$ cat src/hdl/utf8_decode_display_width_macros.svh
// Assertion macros for the UTF-8 decoder with display width.
// Taken in by the RTL files that assert; relies on aclk and aresetn in scope.
`ifndef UTF8_DECODE_DISPLAY_WIDTH_MACROS_SVH
`define UTF8_DECODE_DISPLAY_WIDTH_MACROS_SVH

`ifndef SYNTHESIS
// Checked at every edge outside reset.
`define UDW_ASSERT(label, prop) \
    label: assert property (@(posedge aclk) disable iff (!aresetn) prop) \
        else $error("utf8 decoder check failed");
// Checked at every edge, reset included.
`define UDW_ASSERT_ALWAYS(label, prop) \
    label: assert property (@(posedge aclk) prop) \
        else $error("utf8 decoder reset check failed");
`else
`define UDW_ASSERT(label, prop)
`define UDW_ASSERT_ALWAYS(label, prop)
`endif

`endif

$ cat src/hdl/udw_pkg.sv
// Shared types, constants and the wide-character lookup for the UTF-8 decoder.
// No dependencies.
package udw_pkg;

    localparam int TOTAL_BITS   = 16;
    localparam int IN_TDATA_W   = 8;
    localparam int CP_W         = 21;
    localparam int NB_W         = 3;
    localparam int DISPLAY_W    = 16;
    localparam int STATUS_W     = 3;
    localparam int OUT_FIELDS_W = CP_W + NB_W + 1 + DISPLAY_W;
    localparam int OUT_TDATA_W  = ((OUT_FIELDS_W + 7) / 8) * 8;

    localparam logic [7:0] SURR_LEAD = 8'hED;
    localparam logic [7:0] SURR_MIN  = 8'hA0;
    localparam logic [7:0] CONT_MASK = 8'hC0;
    localparam logic [7:0] CONT_TAG  = 8'h80;

    typedef enum logic [STATUS_W-1:0] {
        ST_OK       = 3'd0,
        ST_BAD_LEAD = 3'd1,
        ST_TRUNC    = 3'd2,
        ST_SURR     = 3'd3,
        ST_BAD_CONT = 3'd4
    } status_t;

    localparam int NUM_WIDE = 8;
    localparam logic [CP_W-1:0] WIDE_LO [NUM_WIDE] = '{
        21'h1F600, 21'h1F300, 21'h1F680, 21'h02600,
        21'h02700, 21'h0FE00, 21'h1F900, 21'h1F1E6
    };
    localparam logic [CP_W-1:0] WIDE_HI [NUM_WIDE] = '{
        21'h1F64F, 21'h1F5FF, 21'h1F6FF, 21'h026FF,
        21'h027BF, 21'h0FE0F, 21'h1F9FF, 21'h1F1FF
    };

    // True when the code point takes two console columns.
    function automatic logic is_wide_point(input logic [CP_W-1:0] cp);
        logic hit;
        hit = 1'b0;
        for (int i = 0; i < NUM_WIDE; i++) begin
            if (cp >= WIDE_LO[i] && cp <= WIDE_HI[i]) begin
                hit = 1'b1;
            end
        end
        return hit;
    endfunction

endpackage

$ cat src/hdl/utf8_decode_display_width.sv
// Top level of the UTF-8 decoder with console display width.
// Depends on udw_pkg and on utf8_decode_display_width_macros.svh.
//
// Usage: a string enters one byte per request on the s_ channel, with s_tlast
// high on the string's last byte. Each completed character gives one result
// request on the m_ channel with its code point, byte count, wide flag and the
// running display total. The first error of a string gives one result with
// its status in m_tuser; later bytes of that string give nothing until the
// last byte, whose result carries m_tlast and the latched status. A last byte
// always gives a result, and all string state clears after it.
// A result is presented on the edge after its byte is taken. The block takes
// one byte per cycle while the result register is free, set by the single decode
// stage between the sequence state registers and the result register.
// When the receiver stalls, the result register holds its request and
// s_tready falls until it is taken; s_tready is high whenever the result
// register is empty or being emptied in the same cycle.
// Reset (aresetn low, synchronous) clears the sequence state, the display
// total, the latched error and the result valid flag.
`include "utf8_decode_display_width_macros.svh"

module utf8_decode_display_width (
    input  logic                            aclk,
    input  logic                            aresetn,
    input  logic                            s_tvalid,
    output logic                            s_tready,
    input  logic [udw_pkg::IN_TDATA_W-1:0]  s_tdata,  // [7:0] text_byte
    input  logic                            s_tlast,  // final_byte
    output logic                            m_tvalid,
    input  logic                            m_tready,
    // [20:0] code_point, [23:21] char_bytes, [24] is_wide,
    // [40:25] display_total, [47:41] zero
    output logic [udw_pkg::OUT_TDATA_W-1:0] m_tdata,
    output logic                            m_tlast,  // string_end
    output logic [udw_pkg::STATUS_W-1:0]    m_tuser   // [2:0] status
);
    import udw_pkg::*;

    // Sequence and string state.
    logic [CP_W-1:0]       partial_point_reg, partial_point_next;
    logic [1:0]            bytes_remaining_reg, bytes_remaining_next;
    logic [NB_W-1:0]       sequence_length_reg, sequence_length_next;
    logic                  first_cont_reg, first_cont_next;
    logic                  surr_lead_reg, surr_lead_next;
    logic [TOTAL_BITS-1:0] running_width_reg, running_width_next;
    status_t               error_latched_reg, error_latched_next;

    // Result register.
    logic                  m_tvalid_reg;
    logic [CP_W-1:0]       code_point_reg, code_point_next;
    logic [NB_W-1:0]       char_bytes_reg, char_bytes_next;
    logic                  is_wide_reg, is_wide_next;
    logic [DISPLAY_W-1:0]  display_total_reg, display_total_next;
    logic                  string_end_reg;
    status_t               status_reg;

    logic                  s_accept;
    logic                  have_result;
    logic                  done;
    status_t               err;
    logic [TOTAL_BITS:0]   width_sum;
    logic [7:0]            b;

    assign s_tready = !m_tvalid_reg || m_tready;
    assign s_accept = s_tvalid && s_tready;
    assign b        = s_tdata;

    // Decode one byte against the current sequence state.
    always_comb begin
        partial_point_next   = partial_point_reg;
        bytes_remaining_next = bytes_remaining_reg;
        sequence_length_next = sequence_length_reg;
        first_cont_next      = first_cont_reg;
        surr_lead_next       = surr_lead_reg;
        running_width_next   = running_width_reg;
        error_latched_next   = error_latched_reg;
        have_result          = 1'b0;
        done                 = 1'b0;
        err                  = ST_OK;
        code_point_next      = '0;
        char_bytes_next      = '0;
        is_wide_next         = 1'b0;
        width_sum            = '0;

        if (error_latched_reg != ST_OK) begin
            // Bytes after an error are dropped; only the last byte reports.
            have_result = s_tlast;
        end else if (bytes_remaining_reg == 2'd0) begin
            priority if (!b[7]) begin
                code_point_next = CP_W'(b);
                char_bytes_next = NB_W'(1);
                done            = 1'b1;
            end else if (b[7:5] == 3'b110) begin
                partial_point_next   = CP_W'(b[4:0]);
                bytes_remaining_next = 2'd1;
                sequence_length_next = NB_W'(2);
            end else if (b[7:4] == 4'b1110) begin
                partial_point_next   = CP_W'(b[3:0]);
                bytes_remaining_next = 2'd2;
                sequence_length_next = NB_W'(3);
            end else if (b[7:3] == 5'b11110) begin
                partial_point_next   = CP_W'(b[2:0]);
                bytes_remaining_next = 2'd3;
                sequence_length_next = NB_W'(4);
            end else begin
                err = ST_BAD_LEAD;
            end
            first_cont_next = (bytes_remaining_next != 2'd0);
            surr_lead_next  = (b == SURR_LEAD);
        end else begin
            // The continuation tag check comes before the surrogate check.
            priority if ((b & CONT_MASK) != CONT_TAG) begin
                err = ST_BAD_CONT;
            end else if (first_cont_reg && surr_lead_reg && b >= SURR_MIN) begin
                err = ST_SURR;
            end else begin
                partial_point_next   = {partial_point_reg[CP_W-7:0], b[5:0]};
                bytes_remaining_next = bytes_remaining_reg - 2'd1;
                first_cont_next      = 1'b0;
                if (bytes_remaining_reg == 2'd1) begin
                    code_point_next      = partial_point_next;
                    char_bytes_next      = sequence_length_reg;
                    done                 = 1'b1;
                    partial_point_next   = '0;
                    bytes_remaining_next = 2'd0;
                    sequence_length_next = '0;
                    surr_lead_next       = 1'b0;
                end
            end
        end

        if (done) begin
            is_wide_next = is_wide_point(code_point_next);
            width_sum    = {1'b0, running_width_reg}
                         + (is_wide_next ? (TOTAL_BITS+1)'(2) : (TOTAL_BITS+1)'(1));
            // Saturate at the largest value the total can hold.
            running_width_next = width_sum[TOTAL_BITS] ? '1
                                                       : width_sum[TOTAL_BITS-1:0];
            have_result        = 1'b1;
        end

        if (err != ST_OK) begin
            error_latched_next   = err;
            partial_point_next   = '0;
            bytes_remaining_next = 2'd0;
            sequence_length_next = '0;
            first_cont_next      = 1'b0;
            surr_lead_next       = 1'b0;
            have_result          = 1'b1;
        end else if (s_tlast && error_latched_reg == ST_OK && bytes_remaining_next != 2'd0) begin
            error_latched_next = ST_TRUNC;
            have_result        = 1'b1;
        end

        if (s_tlast) begin
            have_result = 1'b1;
        end

        display_total_next = DISPLAY_W'(running_width_next);
    end

    always_ff @(posedge aclk) begin
        if (!aresetn) begin
            partial_point_reg   <= '0;
            bytes_remaining_reg <= 2'd0;
            sequence_length_reg <= '0;
            first_cont_reg      <= 1'b0;
            surr_lead_reg       <= 1'b0;
            running_width_reg   <= '0;
            error_latched_reg   <= ST_OK;
        end else if (s_accept) begin
            if (s_tlast) begin
                // The string is over: back to the reset state.
                partial_point_reg   <= '0;
                bytes_remaining_reg <= 2'd0;
                sequence_length_reg <= '0;
                first_cont_reg      <= 1'b0;
                surr_lead_reg       <= 1'b0;
                running_width_reg   <= '0;
                error_latched_reg   <= ST_OK;
            end else begin
                partial_point_reg   <= partial_point_next;
                bytes_remaining_reg <= bytes_remaining_next;
                sequence_length_reg <= sequence_length_next;
                first_cont_reg      <= first_cont_next;
                surr_lead_reg       <= surr_lead_next;
                running_width_reg   <= running_width_next;
                error_latched_reg   <= error_latched_next;
            end
        end
    end

    // Result valid flag; the payload loads on the same condition.
    always_ff @(posedge aclk) begin
        if (!aresetn) begin
            m_tvalid_reg <= 1'b0;
        end else if (s_accept) begin
            m_tvalid_reg <= have_result;
        end else if (m_tready) begin
            m_tvalid_reg <= 1'b0;
        end
    end

    always_ff @(posedge aclk) begin
        if (s_accept && have_result) begin
            code_point_reg    <= code_point_next;
            char_bytes_reg    <= char_bytes_next;
            is_wide_reg       <= is_wide_next;
            display_total_reg <= display_total_next;
            string_end_reg    <= s_tlast;
            status_reg        <= error_latched_next;
        end
    end

    assign m_tvalid = m_tvalid_reg;
    assign m_tdata  = OUT_TDATA_W'({display_total_reg, is_wide_reg,
                                    char_bytes_reg, code_point_reg});
    assign m_tlast  = string_end_reg;
    assign m_tuser  = status_reg;

    // A completed character never carries an error status.
    `UDW_ASSERT(a_char_ok, m_tvalid_reg && char_bytes_reg != '0 |-> status_reg == ST_OK)
    // Results without a character carry no code point and no wide flag.
    `UDW_ASSERT(a_empty_zero, m_tvalid_reg && char_bytes_reg == '0 |-> code_point_reg == '0 && !is_wide_reg)
    // Every wide range lies at or above the three-byte forms.
    `UDW_ASSERT(a_wide_len, m_tvalid_reg && is_wide_reg |-> char_bytes_reg >= NB_W'(3))
    // An open sequence means no error has been latched.
    `UDW_ASSERT(a_seq_no_err, bytes_remaining_reg != 2'd0 |-> error_latched_reg == ST_OK)
    // A taken last byte leaves all string state clear.
    `UDW_ASSERT(a_last_clears, s_accept && s_tlast |=> running_width_reg == '0 && error_latched_reg == ST_OK && bytes_remaining_reg == 2'd0)
    // Reset empties the result register.
    `UDW_ASSERT_ALWAYS(a_reset_empty, !aresetn |=> !m_tvalid_reg)

endmodule

$ cat config.mk
export PLATFORM = sky130hd
export DESIGN_NAME = utf8_decode_display_width
export DESIGN_NICKNAME = d
export VERILOG_FILES = /design/src/hdl/udw_pkg.sv /design/src/hdl/utf8_decode_display_width.sv
export VERILOG_INCLUDE_DIRS = /design/src /design/src/hdl
export SDC_FILE = /design/constraint.sdc
export NUM_CORES = 1
export LEC_CHECK = 0
export ABC_AREA = 1
export BUFFER_PORTS_ARGS = -buffer_cell sky130_fd_sc_hd__buf_2
export CORE_ASPECT_RATIO = 1.25
export CORE_MARGIN = 2
export CORE_UTILIZATION = 58
export DETAILED_ROUTE_END_ITERATION = 16
export GPL_TIMING_DRIVEN = 1
export PLACE_DENSITY = 0.88
export SLEW_MARGIN = 20
export SYNTH_ARGS = -nofsm -noshare
export SYNTH_HDL_FRONTEND = slang
export SYNTH_SLANG_ARGS = --single-unit
$ cat constraint.sdc
create_clock -name aclk -period 5.45 [get_ports aclk]
set_input_delay 1.09 -clock aclk [delete_from_list [all_inputs] [get_ports aclk]]
set_output_delay 1.09 -clock aclk [all_outputs]
set_load 0.02 [all_outputs]
==> metrics <==
# port buffers=59; clock-pin slew reported for the worst setup and hold paths after clock tree synthesis=0.09 ns; Remaining DRCs=0; topmost layer with routed signal wires=met4; M1 WL=4760 µm; count of different cell masters after synthesis=45; boundary pin count=67; overall power consumption=0.00140 W; post-synthesis adder-cell area fraction=0.0145; Comb power frac=0.152; Final HPWL DP=9060 µm; main combinational cell family by area after synthesis=simple AND/OR/NAND/NOR gates; maximum number of pins on one net before global-route repair=38; Max FO, Critical Path=25; final core area utilization=0.655; peak per-stage delay on the critical path=0.31 ns; initial standard-cell utilization of the core=0.592; deepest clock path buffer count=2; Antenna Cells=0; layout cell share with drive strength beyond 1=0.172; Critical path origin=s_tdata[7]; clock tree from TritonCTS=done; Worst VDD drop=0.201 mV; Tightest Hold Check Type=flop to flop; Filler Cells Inserted=701; maximum clock rate=212 MHz; XOR/XNOR share of the synthesized area=0.00726; run status=complete, no violations; master of the slowest instance on the critical path=sky130_fd_sc_hd__nand3_4; vias per inst=5.73; area of the die=0.00907 mm²; biggest area consumer among synthesized cells=sky130_fd_sc_hd__edfxtp_1; TritonCTS Buffers=9; Post-synth ARST share=0; post-synthesis sequential element count=87; number of post-CTS setup repair buffers=0; portion of the clock cycle consumed by the worst path in the final layout=0.864; Die Span X=85.6 µm; Leak Pwr=2.22 nW; required time at the endpoint of the critical path=5.75 ns; WL/cell=15.8 µm; number of standard cells after synthesis=623; max reg flops=21; fraction of the mapped netlist area in simple logic gates=0.312; overflow left after global routing=0; standard cell area after detailed placement=0.00514 mm²; r2r startpoint=bytes_remaining_reg[0]; Yosys warnings=0; routed wire length on met3=749 µm; P per Cell Area=263 mW/mm²; Synth Area in Compound Gates=0.122; sum of met2 wire segment lengths after detailed routing=6130 µm; most frequently used flop master after synthesis=sky130_fd_sc_hd__edfxtp_1; clk_skew=0.0117 ns; # hold bufs at CTS=0; data arrival time of the critical path=5.01 ns; syn avg cell area=7.74 µm²; share of synthesized area spent on multiplexers=0; number of levels in the clock H-tree=3; Reg area=0.00219 mm²; Post-synth EDFFs=45; Nets=695; sequential fraction of design power=0.531; worst hold start=partial_point_reg[14]; Worst path most repeated cell=sky130_fd_sc_hd__nand2_1; critical path class=primary input to flop; final weighted congestion of routability-driven global placement=0.927; global router's overall resource usage=0.281; number of max-cap violations=0; Switching Share=0.303; master cell of the clock root buffer=sky130_fd_sc_hd__clkbuf_8; total count of max-transition violations in the final report=0; top cells by instance count after synthesis=sky130_fd_sc_hd__nand2_1 (138), sky130_fd_sc_hd__inv_1 (63), sky130_fd_sc_hd__nor2_1 (63); core outline area=0.00815 mm²; final design instance area without fill=0.00533 mm²; setup repair after global routing missed its margin=no; area taken by multi-input logic gates=0.00224 mm²; switching pwr=0.000424 W; number of global-route vias before repair=4269; detailed-routing iteration count for the pre-antenna-repair pass=7; Internal Power=0.000978 W; largest cells by area after synthesis=sky130_fd_sc_hd__edfxtp_1 (28%), sky130_fd_sc_hd__dfxtp_1 (17%), sky130_fd_sc_hd__nand2_1 (11%); fraction of the yosys area taken by sequential cells=0.454; wire length of the first global-routing pass=20000 µm; Final Hold Violating Endpoints=0; number of sinks driven by the clock tree=87; area delta synth->final=10.6%; worst-margin pin slew=0.823 ns; Antenna Nets Post-Route=0; latest clock arrival within the worst-skew pair=0.37 ns; Clock power frac=0.317; most numerous cell in the Yosys netlist=sky130_fd_sc_hd__nand2_1; critical path capture point type=flop; Final Routed Wirelength=12300 µm; count of vias placed by the detailed router=4461; sum of negative setup slack=0 ns; max-slew headroom at the worst pin=0.450; number of antenna violations at the first check in global routing=0; post-CTS sizing=0; Chip Height=106 µm; time the final worst path needs with I/O delays and setup=4.71 ns; DRT iter0 DRCs=332; area of the mapped netlist=0.00482 mm²; area share of the leading cell type in the synthesized netlist=0.280; num rows=37; startpoint type of the worst setup path=primary input; Finish-stage setup viols=0
==> worst max-delay path: cells and delay by family <==
| family | cells | cell delay (ns) |
|---|---|---|
| fa+ha+maj | 2 | 0.46 |
| compound gates | 3 | 0.36 |
| simple gates | 21 | 2.37 |
| buf+inv | 6 | 0.70 |
==> cell type report <==
cell class,count,area share
Tap cell,97,0.0228
Sequential cell,87,0.411
Clock inverter,6,0.00751
Inverter,74,0.0521
Timing Repair Buffer,62,0.0596
Multi-Input combinational cell,443,0.419
Clock buffer,10,0.0279
==> logic make-up (layout without fill, tap and decap cells) <==
| logic type | Yosys count | count (layout) |
|---|---|---|
| and+or+nand+nor | 322 | 322 |
| AOI/OAI and AO/OA | 105 | 105 |
| buffers and inverters | 99 | 152 |
| DFF | 87 | 87 |
| adders and majority gates | 5 | 5 |
| xor gates and xnor gates | 4 | 4 |
| other | 1 | 7 |
==> per-stage QoR <==
step	hold slack (ns)	worst slack (ns)	instances
final	0.467	0.739	779
after global routing	0.495	0.356	779
after CTS	0.471	0.832	779
after detailed placement	0.457	0.478	763
after global placement	0.455	0.614	763
after floorplan	0.437	0.817	629
==> power by group through the flow <==
stage | clock network (W) | registers [W] | logic, W
after floorplan | 0 | 0.000794 | 0.000119
after global placement | 0 | 0.000758 | 0.000209
after detailed placement | 0 | 0.000759 | 0.000212
after CTS | 0.000447 | 0.000744 | 0.000213
after global routing | 0.000474 | 0.000748 | 0.000234
final | 0.000445 | 0.000744 | 0.000213
==> layer usage <==
metal	vias up	GRT usage
met1	2035	0.319
met2	189	0.477
met5	-	0
met3	52	0.0443
met4	0	0.194
li1	2185	-
==> path summary, 6_finish.rpt <==
kind                                 to  slack [ns]  cells after the start
hold / removal    partial_point_reg[14]        0.47                      2
setup / recovery   running_width_reg[9]        0.74                     32
hold reg to reg   partial_point_reg[14]        0.47                      2
setup reg to reg   running_width_reg[9]        0.85                     31
==> placed cells by master (no fill, tap or decap), drive strengths merged <==
cell        n
buf        62
dfxtp      42
and2        2
and3        2
clkbuf     10
fa          1
a21oi      54
nor2       71
inv        76
or2         2
clkinvlp    1
xor2        3
nor3b       1
o31ai       1
a21boi      4
nor3       27
nor4        3
a211oi     11
xnor2       1
conb        7
nand3b      3
nand3      49
a31oi       1
o21ai      32
a22oi       1
nand2     146
o21a        1
ha          4
nand4      16
edfxtp     45
clkinv      3
(Power assumes the default switching activity.)
